File: src/design/adc_trimmed_mean_averager_assert.svh
// assertion macros for the adc trimmed mean averager
`ifndef ADC_TRIMMED_MEAN_AVERAGER_ASSERT_SVH
`define ADC_TRIMMED_MEAN_AVERAGER_ASSERT_SVH
`ifndef ASSERT_OFF
// antecedent implies consequent in the same cycle
`define ATMA_ASSERT_IMP(name, clk, rst, ante, cons) \
  name: assert property (@(posedge clk) disable iff (rst) (ante) |-> (cons)) \
    else $error("trimmed mean averager: assertion failed");
// antecedent implies consequent in the next cycle
`define ATMA_ASSERT_NXT(name, clk, rst, ante, cons) \
  name: assert property (@(posedge clk) disable iff (rst) (ante) |=> (cons)) \
    else $error("trimmed mean averager: assertion failed");
`else
`define ATMA_ASSERT_IMP(name, clk, rst, ante, cons)
`define ATMA_ASSERT_NXT(name, clk, rst, ante, cons)
`endif
`endif

File: src/design/atma_pkg.sv
// types and constants shared by the adc trimmed mean averager
`default_nettype none
package atma_pkg;

  localparam int SAMPLE_W       = 16;
  localparam int CHAN_W         = 7;
  localparam int TRIM_EACH_SIDE = 3;
  // divisor stays below this bound, sets the extra reciprocal precision
  localparam int DIV_MAX        = 64;

  // operation codes
  localparam logic OP_STORE   = 1'b0;
  localparam logic OP_AVERAGE = 1'b1;

  typedef struct packed {
    logic                       op;
    logic [CHAN_W-1:0]          channel;
    logic signed [SAMPLE_W-1:0] sample;
    logic                       frame_end;
  } atma_req_t;

  typedef struct packed {
    logic [CHAN_W-1:0]          result_channel;
    logic signed [SAMPLE_W-1:0] average;
  } atma_rsp_t;

  // control of the min/max/sum collector
  typedef struct packed {
    logic clear;
    logic take;
  } atma_trim_ctl_t;

  typedef enum logic [2:0] {
    ST_CLEAR,
    ST_IDLE,
    ST_READ,
    ST_DRAIN,
    ST_TRIM,
    ST_DIV,
    ST_OUT
  } atma_state_t;

endpackage
`default_nettype wire

File: src/design/atma_div_unit.sv
// pipelined signed divide by a constant, reciprocal multiply with one correction
`default_nettype none
module atma_div_unit #(
  parameter int SW      = 20,
  parameter int DIVISOR = 10
) (
  input  logic                                 clk,
  input  logic                                 rst,
  input  logic                                 start,
  input  logic signed [SW-1:0]                 dividend,
  output logic                                 done,
  output logic signed [atma_pkg::SAMPLE_W-1:0] quotient
);
  import atma_pkg::*;

  localparam int         SH    = SW + $clog2(DIV_MAX);
  localparam int         PRODW = SW + SH + 1;
  localparam logic [SH:0] RECIP = (SH+1)'((longint'(1) << SH) / DIVISOR);

  logic                 v0, v1, v2;
  logic signed [SW-1:0] dvd;
  logic [SW-1:0]        mag1, mag2;
  logic                 neg1, neg2;
  logic [PRODW-1:0]     prod;
  logic [SW-1:0]        q0, qd, rem, qc;

  // stage valids
  always_ff @(posedge clk) begin
    if (rst) begin
      v0   <= 1'b0;
      v1   <= 1'b0;
      v2   <= 1'b0;
      done <= 1'b0;
    end else begin
      v0   <= start;
      v1   <= v0;
      v2   <= v1;
      done <= v2;
    end
  end

  // estimate is exact or one low, fixed by one remainder compare
  always_comb begin
    q0  = prod[SH +: SW];
    qd  = q0 * SW'(DIVISOR);
    rem = mag2 - qd;
    qc  = (rem >= SW'(DIVISOR)) ? q0 + 1'b1 : q0;
  end

  // datapath stages: capture, magnitude, multiply, correct
  always_ff @(posedge clk) begin
    if (start) begin
      dvd <= dividend;
    end
    if (v0) begin
      neg1 <= dvd[SW-1];
      mag1 <= dvd[SW-1] ? SW'(-dvd) : SW'(dvd);
    end
    if (v1) begin
      neg2 <= neg1;
      mag2 <= mag1;
      prod <= PRODW'(mag1) * PRODW'(RECIP);
    end
    if (v2) begin
      quotient <= neg2 ? -qc[SAMPLE_W-1:0] : qc[SAMPLE_W-1:0];
    end
  end

endmodule
`default_nettype wire

File: config.mk
export PLATFORM = sky130hd
export DESIGN_NAME = atma_div_unit
export DESIGN_NICKNAME = d
export VERILOG_FILES = /design/src/design/adc_trimmed_mean_averager_assert.svh /design/src/design/atma_pkg.sv /design/src/design/atma_div_unit.sv
export SDC_FILE = /design/constraint.sdc
export NUM_CORES = 1
export LEC_CHECK = 0
export BUFFER_PORTS_ARGS = -buffer_cell sky130_fd_sc_hd__buf_2
export CORE_MARGIN = 5
export CORE_UTILIZATION = 52
export DETAILED_ROUTE_END_ITERATION = 6
export GPL_TIMING_DRIVEN = 0
export PLACE_DENSITY = 0.73
export SYNTH_ARGS = -nofsm -noshare
export SYNTH_HDL_FRONTEND = slang
export SYNTH_SLANG_ARGS = --single-unit
export TNS_END_PERCENT = 5
File: constraint.sdc
create_clock -name clk -period 8.7 [get_ports clk]
set_input_delay 0.435 -clock clk [delete_from_list [all_inputs] [get_ports clk]]
set_output_delay 0.435 -clock clk [all_outputs]
set_load 0.005 [all_outputs]
==> impl_metrics.yaml <==
outcome:
  run_status: "completed"
floorplan:
  rows: 53
  die_x_um: 155
  initial_core_util_pct: 52.5
  io_pins: 40
  core_area_sq_um: 20900
  die_height_um: 155
  die_area_sq_um: 24100
min_path:
  holdCritPathClass: "input pin to flip-flop"
  hold_depth: 1
worst_setup_path:
  crit_top_cell: "a21oi_1"
  arrival_ns: 8.05
  cpMaxStageDelayCell: "edfxtp_1"
  slowest_delay_ns: 0.56
  cp.depth: 30
  critical_path_class: "flip-flop to flip-flop"
  end_kind: "flip-flop"
  start_kind: "flip-flop"
  crit_family: "compound AO/OA/AOI/OAI gates"
  required_ns: 8.79
  cp_max_fo: 10
  worstRegToRegCells: 30
  cp_num_buf_inv: 1
yosys:
  async_flop_share_pct: 0
  syn_avg_cell_area_sq_um: 10.7
  synth_top_flop_cell: "edfxtp_1"
  synth_area_leader_cell: "edfxtp_1"
  synth-edff-count: 94
  yosysSeqAreaShare_pct: 26.4
  syn_inst: 1024
  ys_top_cells_by_area: "edfxtp_1 (26%), ha_1 (23%), fa_1 (17%), inv_1 (5.6%), xnor2_1 (4.0%)"
  synthesis.area_sq_um: 11000
  yosys_warnings: 0
  yosysTopAreaCellShare_pct: 25.7
  yosysUniqueCellTypes: 67
  synth_seq_cells: 98
  syn_nets: 1342
place:
  hpwl_um: 18000
  gp_congestion: 0.930
  placed_cells: 1338
  port_buffers: 39
detailed_routing:
  routed_wirelength_um: 20900
  num_vias: 7367
  viasPerCell: 5.44
  remaining_drc_errors: 0
  first_iter_violations: 304
  ant_nets: 0
  wl_per_cell_um: 15.5
  drt_first_pass_iters: 4
sta:
  max_slew_margin_pct: 41.2
  hold_viol: 0
  drv_slew: 0
  fin_skew_ns: 0.00937
  fin_crit_sh_pct: 91.5
  rsz0062_at_grt: "no"
  holdWs_ns: 0.256
  max_freq_ghz: 0.126
  setup_viol: 0
  final.setup.tns_ns: 0
  tightest_slew_ns: 0.881
  min_period_ns: 7.96
cells_and_area:
  mostFrequentLayoutCells: "ha_1 (200), inv_1 (163), fa_1 (95)"
  diodes: 0
  final_common_cell: "ha_1"
  final_nets: 1392
  finalNonFillerCells: 1354
  drive_gt1_share_pct: 7.60
  fin_util_pct: 56.6
  synthToLayoutAreaGrowth_pct: 7.71
grt:
  grt_max_degree: 39
  grt_util_met2_pct: 32.8
  grt.met3_usage_pct: 2.11
  grt-busiest-layer: "met2"
  grt_util_all_layers_pct: 18.3
  grtUsageMet1_pct: 24.2
  antenna_found_initial: 0
  grt_pass1_wl_um: 35900
  grt_pass1_vias: 7565
  overflow: 0
clocking:
  cts_tree: "built"
  clkLatencyLatePin_ns: 0.35
  ctsHtreeMaxLevel: 3
  clockRootBuffer: "clkbuf_16"
  cts_buffers: 9
  cts_buffer_depth: 2
  post_cts_buffers: 0
  cts.sinks: 98
  clk_pin_slew_worst_paths_ns: 0.08
run:
  max_cap_violations: 0
## cells in the mapped netlist (all sizes together) (2+ instances only)
library cell  number
clkbuf            11
nand4              8
a31o               3
o41ai              6
mux2i              9
a21oi             49
o21ai             32
o22ai              3
dfxtp              4
o21a               8
a31oi             11
buf                2
o311ai             2
nor4b              3
ha               200
or2                8
nand2b             8
edfxtp            94
nor4               4
xor2              33
o21bai             6
xnor2             51
o2111ai            3
and2               2
or3               11
nor2              40
a221oi             2
a21bo              2
o211ai             6
nor2b             16
nand2             37
and3               6
a2111oi            3
o31ai             15
a21boi             4
nor3              16
nand3             17
fa                95
inv              163
a211oi            10
a21o              12
## sequential cells by signal (all words and copies together), names as in the netlist
signal    cells
v1            1
prod         17
done          1
mag2         19
mag1         20
v0            1
quotient     16
neg1          1
v2            1
neg2          1
dvd          20
## what timing repair did
| action | in CTS | in global routing |
|---|---|---|
| endpoints found under the setup margin | 0 | 2 |
| resized for setup | 0 | 2 |
| hold buffers | 0 | 0 |
## cell families after synthesis
logic type | count (synthesis) | synth area share [%]
and+or+nand+nor | 179 | 8.40
AOI/OAI and AO/OA | 182 | 11.2
buffers and inverters | 176 | 6.06
adders and majority gates | 295 | 40.1
DFF | 98 | 26.4
muxes | 10 | 0.923
xor gates and xnor gates | 84 | 6.84
## layer usage
layer | part of all wire [%] | wire [um] | up-vias
li1 | - | - | 3693
met1 | 46 | 9580 | 3542
met2 | 50 | 10400 | 109
met3 | 3.2 | 664 | 23
met4 | 1.4 | 289 | 0
met5 | 0 | 0 | -
## path summary, 6_finish.rpt
path / start / to / slack (ns)
setup / recovery: prod[27] / quotient[14] / 0.74
hold / removal: dividend[5] / dvd[5] / 0.26
setup reg to reg: prod[27] / quotient[14] / 0.74
hold reg to reg: neg1 / neg2 / 0.43
## through the flow
step / cell area, sq um / worst slack (ns)
finish: 11800 / 0.737
global route: 11800 / 0.00366
CTS: 11800 / 0.739
detailed placement: 11500 / 0.802
global placement: 11500 / 0.836
floorplan: 11000 / 2.09
## final cells by class
type                            instances  area, sq um
Clock inverter                          7         78.8
Buffer                                 13         55.1
Sequential cell                        98         2900
Inverter                              163          612
Clock buffer                            9          225
Timing Repair Buffer                   39          195
Multi-Input combinational cell        750         7410
Fill cell                            1825         9070
Tap cell                              275          344
Power is left out: the tool's default activity adds up to more than one toggle a clock period on the data nets, which glitch-free logic cannot reach.
