`config.mk`:
```
export PLATFORM = sky130hd
export DESIGN_NAME = atma_trim_unit
export DESIGN_NICKNAME = d
export VERILOG_FILES = /design/src/design/adc_trimmed_mean_averager_assert.svh /design/src/design/atma_pkg.sv /design/src/design/atma_trim_unit.sv
export SDC_FILE = /design/constraint.sdc
export NUM_CORES = 1
export LEC_CHECK = 0
export BUFFER_PORTS_ARGS = -buffer_cell sky130_fd_sc_hd__buf_2
export CORE_MARGIN = 1.5
export CORE_UTILIZATION = 56
export DETAILED_ROUTE_END_ITERATION = 10
export PLACE_DENSITY_LB_ADDON = 0.12
export SYNTH_ARGS = -nofsm -noshare
export SYNTH_HDL_FRONTEND = slang
export SYNTH_SLANG_ARGS = --single-unit
```
`constraint.sdc`:
```
create_clock -name clk -period 4.8 [get_ports clk]
set_input_delay 0.24 -clock clk [delete_from_list [all_inputs] [get_ports clk]]
set_output_delay 0.24 -clock clk [all_outputs]
set_load 0.02 [all_outputs]
```
`src/design/adc_trimmed_mean_averager_assert.svh`:
```
// assertion macros for the adc trimmed mean averager
`ifndef ADC_TRIMMED_MEAN_AVERAGER_ASSERT_SVH
`define ADC_TRIMMED_MEAN_AVERAGER_ASSERT_SVH
`ifndef ASSERT_OFF
// antecedent implies consequent in the same cycle
`define ATMA_ASSERT_IMP(name, clk, rst, ante, cons) \
  name: assert property (@(posedge clk) disable iff (rst) (ante) |-> (cons)) \
    else $error("trimmed mean averager: assertion failed");
// antecedent implies consequent in the next cycle
`define ATMA_ASSERT_NXT(name, clk, rst, ante, cons) \
  name: assert property (@(posedge clk) disable iff (rst) (ante) |=> (cons)) \
    else $error("trimmed mean averager: assertion failed");
`else
`define ATMA_ASSERT_IMP(name, clk, rst, ante, cons)
`define ATMA_ASSERT_NXT(name, clk, rst, ante, cons)
`endif
`endif

```
`src/design/atma_pkg.sv`:
```
// types and constants shared by the adc trimmed mean averager
`default_nettype none
package atma_pkg;

  localparam int SAMPLE_W       = 16;
  localparam int CHAN_W         = 7;
  localparam int TRIM_EACH_SIDE = 3;
  // divisor stays below this bound, sets the extra reciprocal precision
  localparam int DIV_MAX        = 64;

  // operation codes
  localparam logic OP_STORE   = 1'b0;
  localparam logic OP_AVERAGE = 1'b1;

  typedef struct packed {
    logic                       op;
    logic [CHAN_W-1:0]          channel;
    logic signed [SAMPLE_W-1:0] sample;
    logic                       frame_end;
  } atma_req_t;

  typedef struct packed {
    logic [CHAN_W-1:0]          result_channel;
    logic signed [SAMPLE_W-1:0] average;
  } atma_rsp_t;

  // control of the min/max/sum collector
  typedef struct packed {
    logic clear;
    logic take;
  } atma_trim_ctl_t;

  typedef enum logic [2:0] {
    ST_CLEAR,
    ST_IDLE,
    ST_READ,
    ST_DRAIN,
    ST_TRIM,
    ST_DIV,
    ST_OUT
  } atma_state_t;

endpackage
`default_nettype wire

```
`src/design/atma_trim_unit.sv`:
```
// running sum plus the three smallest and three largest samples of one channel
`default_nettype none
module atma_trim_unit #(
  parameter int SW = 20
) (
  input  logic                                 clk,
  input  atma_pkg::atma_trim_ctl_t             ctl,
  input  logic signed [atma_pkg::SAMPLE_W-1:0] smp,
  output logic signed [SW-1:0]                 trimmed
);
  import atma_pkg::*;

  logic signed [SW-1:0]       sum;
  logic signed [SAMPLE_W-1:0] lo [TRIM_EACH_SIDE];
  logic signed [SAMPLE_W-1:0] hi [TRIM_EACH_SIDE];
  logic signed [SAMPLE_W-1:0] lo_next [TRIM_EACH_SIDE];
  logic signed [SAMPLE_W-1:0] hi_next [TRIM_EACH_SIDE];

  // insert into the ascending smallest list
  always_comb begin
    lo_next = lo;
    if (smp < lo[0]) begin
      lo_next[0] = smp;
      lo_next[1] = lo[0];
      lo_next[2] = lo[1];
    end else if (smp < lo[1]) begin
      lo_next[1] = smp;
      lo_next[2] = lo[1];
    end else if (smp < lo[2]) begin
      lo_next[2] = smp;
    end
  end

  // insert into the descending largest list
  always_comb begin
    hi_next = hi;
    if (smp > hi[0]) begin
      hi_next[0] = smp;
      hi_next[1] = hi[0];
      hi_next[2] = hi[1];
    end else if (smp > hi[1]) begin
      hi_next[1] = smp;
      hi_next[2] = hi[1];
    end else if (smp > hi[2]) begin
      hi_next[2] = smp;
    end
  end

  // collector registers, lists start at the opposite extreme
  always_ff @(posedge clk) begin
    if (ctl.clear) begin
      sum <= '0;
      for (int i = 0; i < TRIM_EACH_SIDE; i++) begin
        lo[i] <= 16'sh7FFF;
        hi[i] <= 16'sh8000;
      end
    end else if (ctl.take) begin
      sum <= sum + SW'(smp);
      lo  <= lo_next;
      hi  <= hi_next;
    end
  end

  // sum with the outer samples removed
  assign trimmed = sum - SW'(lo[0]) - SW'(lo[1]) - SW'(lo[2])
                       - SW'(hi[0]) - SW'(hi[1]) - SW'(hi[2]);

endmodule
`default_nettype wire

```
==> results.toml <==
[timing]
skew_ns = 0.0122
holdWs_ns = 0.200
finalHoldViolCount = 0
fmax_mhz = 199
worst_slew_pin_slew_ns = 1.22
period_minus_slack_ns = 5.03
min_period_over_period_pct = 105
max-slew-margin-rel_pct = 18.4
setup_viol = 8
slew_violations = 0
rsz0062_at_grt = "yes"
layout_setup_ws_ns = -0.231

[die]
initial_utilization_pct = 57.3
fp.dieW_um = 144
ios = 39
num_rows = 51
dieHeight_um = 144
die_area_um2 = 20800
core-area_um2 = 19500

[detailed_routing]
vias = 9626
antenna_left = 0
drc = 0
initialDrtViolationCount = 560
highest_layer = "met4"
wl_met1_um = 12900
met3_length_um = 1510
routed-wl-met2_um = 14300
wl_per_cell_um = 18.1
routed_wl_um = 29400
vias_per_cell = 5.91
first_pass_iters = 6

[global_routing]
grt_use_total_pct = 30.1
grt_start_max_net_pins = 90
grt_pass1_vias = 9423
grt_pass1_wl_um = 48100
antenna_found_initial = 0
grt.overflow.total = 0

[synth]
yosysWarnings = 0
synth_ff_type = "dfxtp_1"
ys_seq_elements = 116
syn_inst = 1288
syn_area_um2 = 11100
yosysSeqAreaShare_pct = 20.8
synth.largest_area_cell = "dfxtp_1"
syn_avg_cell_area_um2 = 8.65
yosysUniqueCellTypes = 75
ys_top_cells_by_area = "dfxtp_1, ha_1, fa_1"
synth-edff-count = 0
async_flop_share_pct = 0
synth_nets = 1526
synth_top_area_share_pct = 20.8

[critical_path]
rr_startpoint = "lo[47]"
crit_required_ns = 4.56
cp-start-kind = "flip-flop"
end_kind = "output port"
ff2ff_path_depth = 11
critical_path_class = "flip-flop to output port"
crit_path_start = "lo[1]"
crit_fanout = 3
rrSetupSlack_ns = 1.14
critPathArrivalTime_ns = 4.79
r2r-end = "lo[24]"

[worst_hold_path]
min_from = "smp[0]"
whs_path_depth = 3
hp-class = "input port to flip-flop"
hold_path_end = "lo[32]"

[run_status]
violations = "negative setup slack"
status = "finished with violations"

[layout]
n_antenna_cell = 0
syn2layout_area_growth_pct = 15.1
drive_gt1_share_pct = 16.9
nNetsFinal = 1589

[clock_tree]
cts_tree = "yes"
path_clk_slew_ns = 0.06
numCtsBuffers = 17
cts_sinks = 116
cts_root_buf = "clkbuf_16"
insertion_delay_ns = 0.43
cts_buffer_depth = 2
htreeDepth = 4

[flow_run]
maxCapViolations = 0

[placement]
numPortBuffers = 38
detailed_place_hpwl_um = 21500
globalplace.congestion = 0.827
[cells in the mapped netlist (10+ instances only)]
| master | count |
|---|---|
| nor2b_1 | 10 |
| fa_1 | 84 |
| clkbuf_1 | 32 |
| inv_1 | 219 |
| dfxtp_1 | 116 |
| a21oi_1 | 68 |
| nor3_1 | 19 |
| o41ai_1 | 15 |
| o21a_1 | 13 |
| o311ai_0 | 20 |
| nand2_1 | 68 |
| o21ai_0 | 36 |
| nor2_1 | 94 |
| a211oi_1 | 40 |
| nand3_1 | 27 |
| xnor2_1 | 19 |
| mux2i_1 | 38 |
| nand4_1 | 16 |
| o211ai_1 | 25 |
| o32a_1 | 16 |
| a21o_1 | 29 |
| ha_1 | 135 |
[metal layers]
layer / vias up / track usage [%]
met4: 0 / 9.83
li1: 4664 / -
met3: 44 / 4.44
met5: - / 0
met2: 252 / 51.2
met1: 4666 / 39.0
[worst max-delay path by stage]
stage,end,slack [ns]
after CTS,trimmed[19],-0.22
after global routing,trimmed[19],-0.46
after global placement,trimmed[19],-0.11
final,trimmed[19],-0.23
after floorplan,trimmed[19],0.10
after detailed placement,trimmed[19],-0.16
[critical path, cell delays in order (launching register included)]
cell and delay (ns):
dfxtp_2 0.33, fa_1 0.53, inv_1 0.05, fa_1 0.49, inv_2 0.04, fa_1 0.45
fa_1 0.53, inv_2 0.07, ha_4 0.26, o211ai_1 0.15, a21boi_4 0.22, o31ai_4 0.11
o31a_1 0.31, o211a_1 0.25, o21bai_1 0.14, a21oi_1 0.09, xnor2_1 0.18, buf_4 0.17
[final cells by class]
| class | instances | area [um2] |
|---|---|---|
| multi-input combinational | 900 | 8040 |
| inverter | 219 | 822 |
| timing repair buffer | 97 | 664 |
| clock inverter | 10 | 153 |
| tap | 265 | 332 |
| fill | 1653 | 6630 |
| clock buffer | 21 | 480 |
| sequential | 116 | 2340 |
[layout by cell type (no fill, tap or decap), drive strengths merged, types with 5 or more instances in the layout]
| master | count |
|---|---|
| a211oi | 41 |
| a21boi | 5 |
| a21o | 29 |
| a21oi | 68 |
| a31oi | 5 |
| and3 | 8 |
| buf | 97 |
| clkbuf | 21 |
| clkinv | 5 |
| dfxtp | 116 |
| fa | 84 |
| ha | 135 |
| inv | 219 |
| mux2i | 38 |
| nand2 | 68 |
| nand2b | 9 |
| nand3 | 27 |
| nand4 | 16 |
| nor2 | 96 |
| nor2b | 10 |
| nor3 | 20 |
| o2111ai | 6 |
| o211ai | 26 |
| o21a | 13 |
| o21ai | 42 |
| o311ai | 28 |
| o31ai | 6 |
| o32a | 16 |
| o41ai | 15 |
| or3 | 5 |
| xnor2 | 19 |
| xor2 | 9 |
[sequential cells by signal, indices dropped and copies added (netlist names)]
register and count:
hi 48, lo 48, sum 20
[through the flow]
| step | setup TNS, ns | instances | instance area [um2] | utilization, % | setup WS [ns] |
|---|---|---|---|---|---|
| 2_1_floorplan | 0 | 1288 | 11100 | - | 0.101 |
| 3_3_place_gp | -0.176 | 1583 | 11800 | 60.5 | -0.111 |
| 3_5_place_dp | -0.306 | 1583 | 11800 | 60.5 | -0.163 |
| 4_1_cts | -0.892 | 1630 | 12800 | 65.7 | -0.218 |
| 5_1_grt | -2.85 | 1628 | 12800 | 65.9 | -0.462 |
| 6_report | -0.854 | 1628 | 12800 | 65.9 | -0.231 |
[cell families (layout without fill, tap and decap cells)]
kind of cell    Yosys count  in the layout  share of synthesized area (%)
compound gates          339            339                           22.0
xor+xnor                 28             28                           2.20
fa+ha+maj               219            219                           30.2
buf+inv                 272            347                           9.59
flops                   116            116                           20.8
mux                      41             41                           3.72
simple gates            273            273                           11.4
[repair_timing]
item	CTS	global route
pin swaps	50	28
hold buffers	0	0
buffers inserted	18	2
gates resized for setup	80	24
setup endpoints to repair	12	15
Power is not shown: default switching activity piles up to over one toggle a cycle in this logic, so the estimate is an artifact.
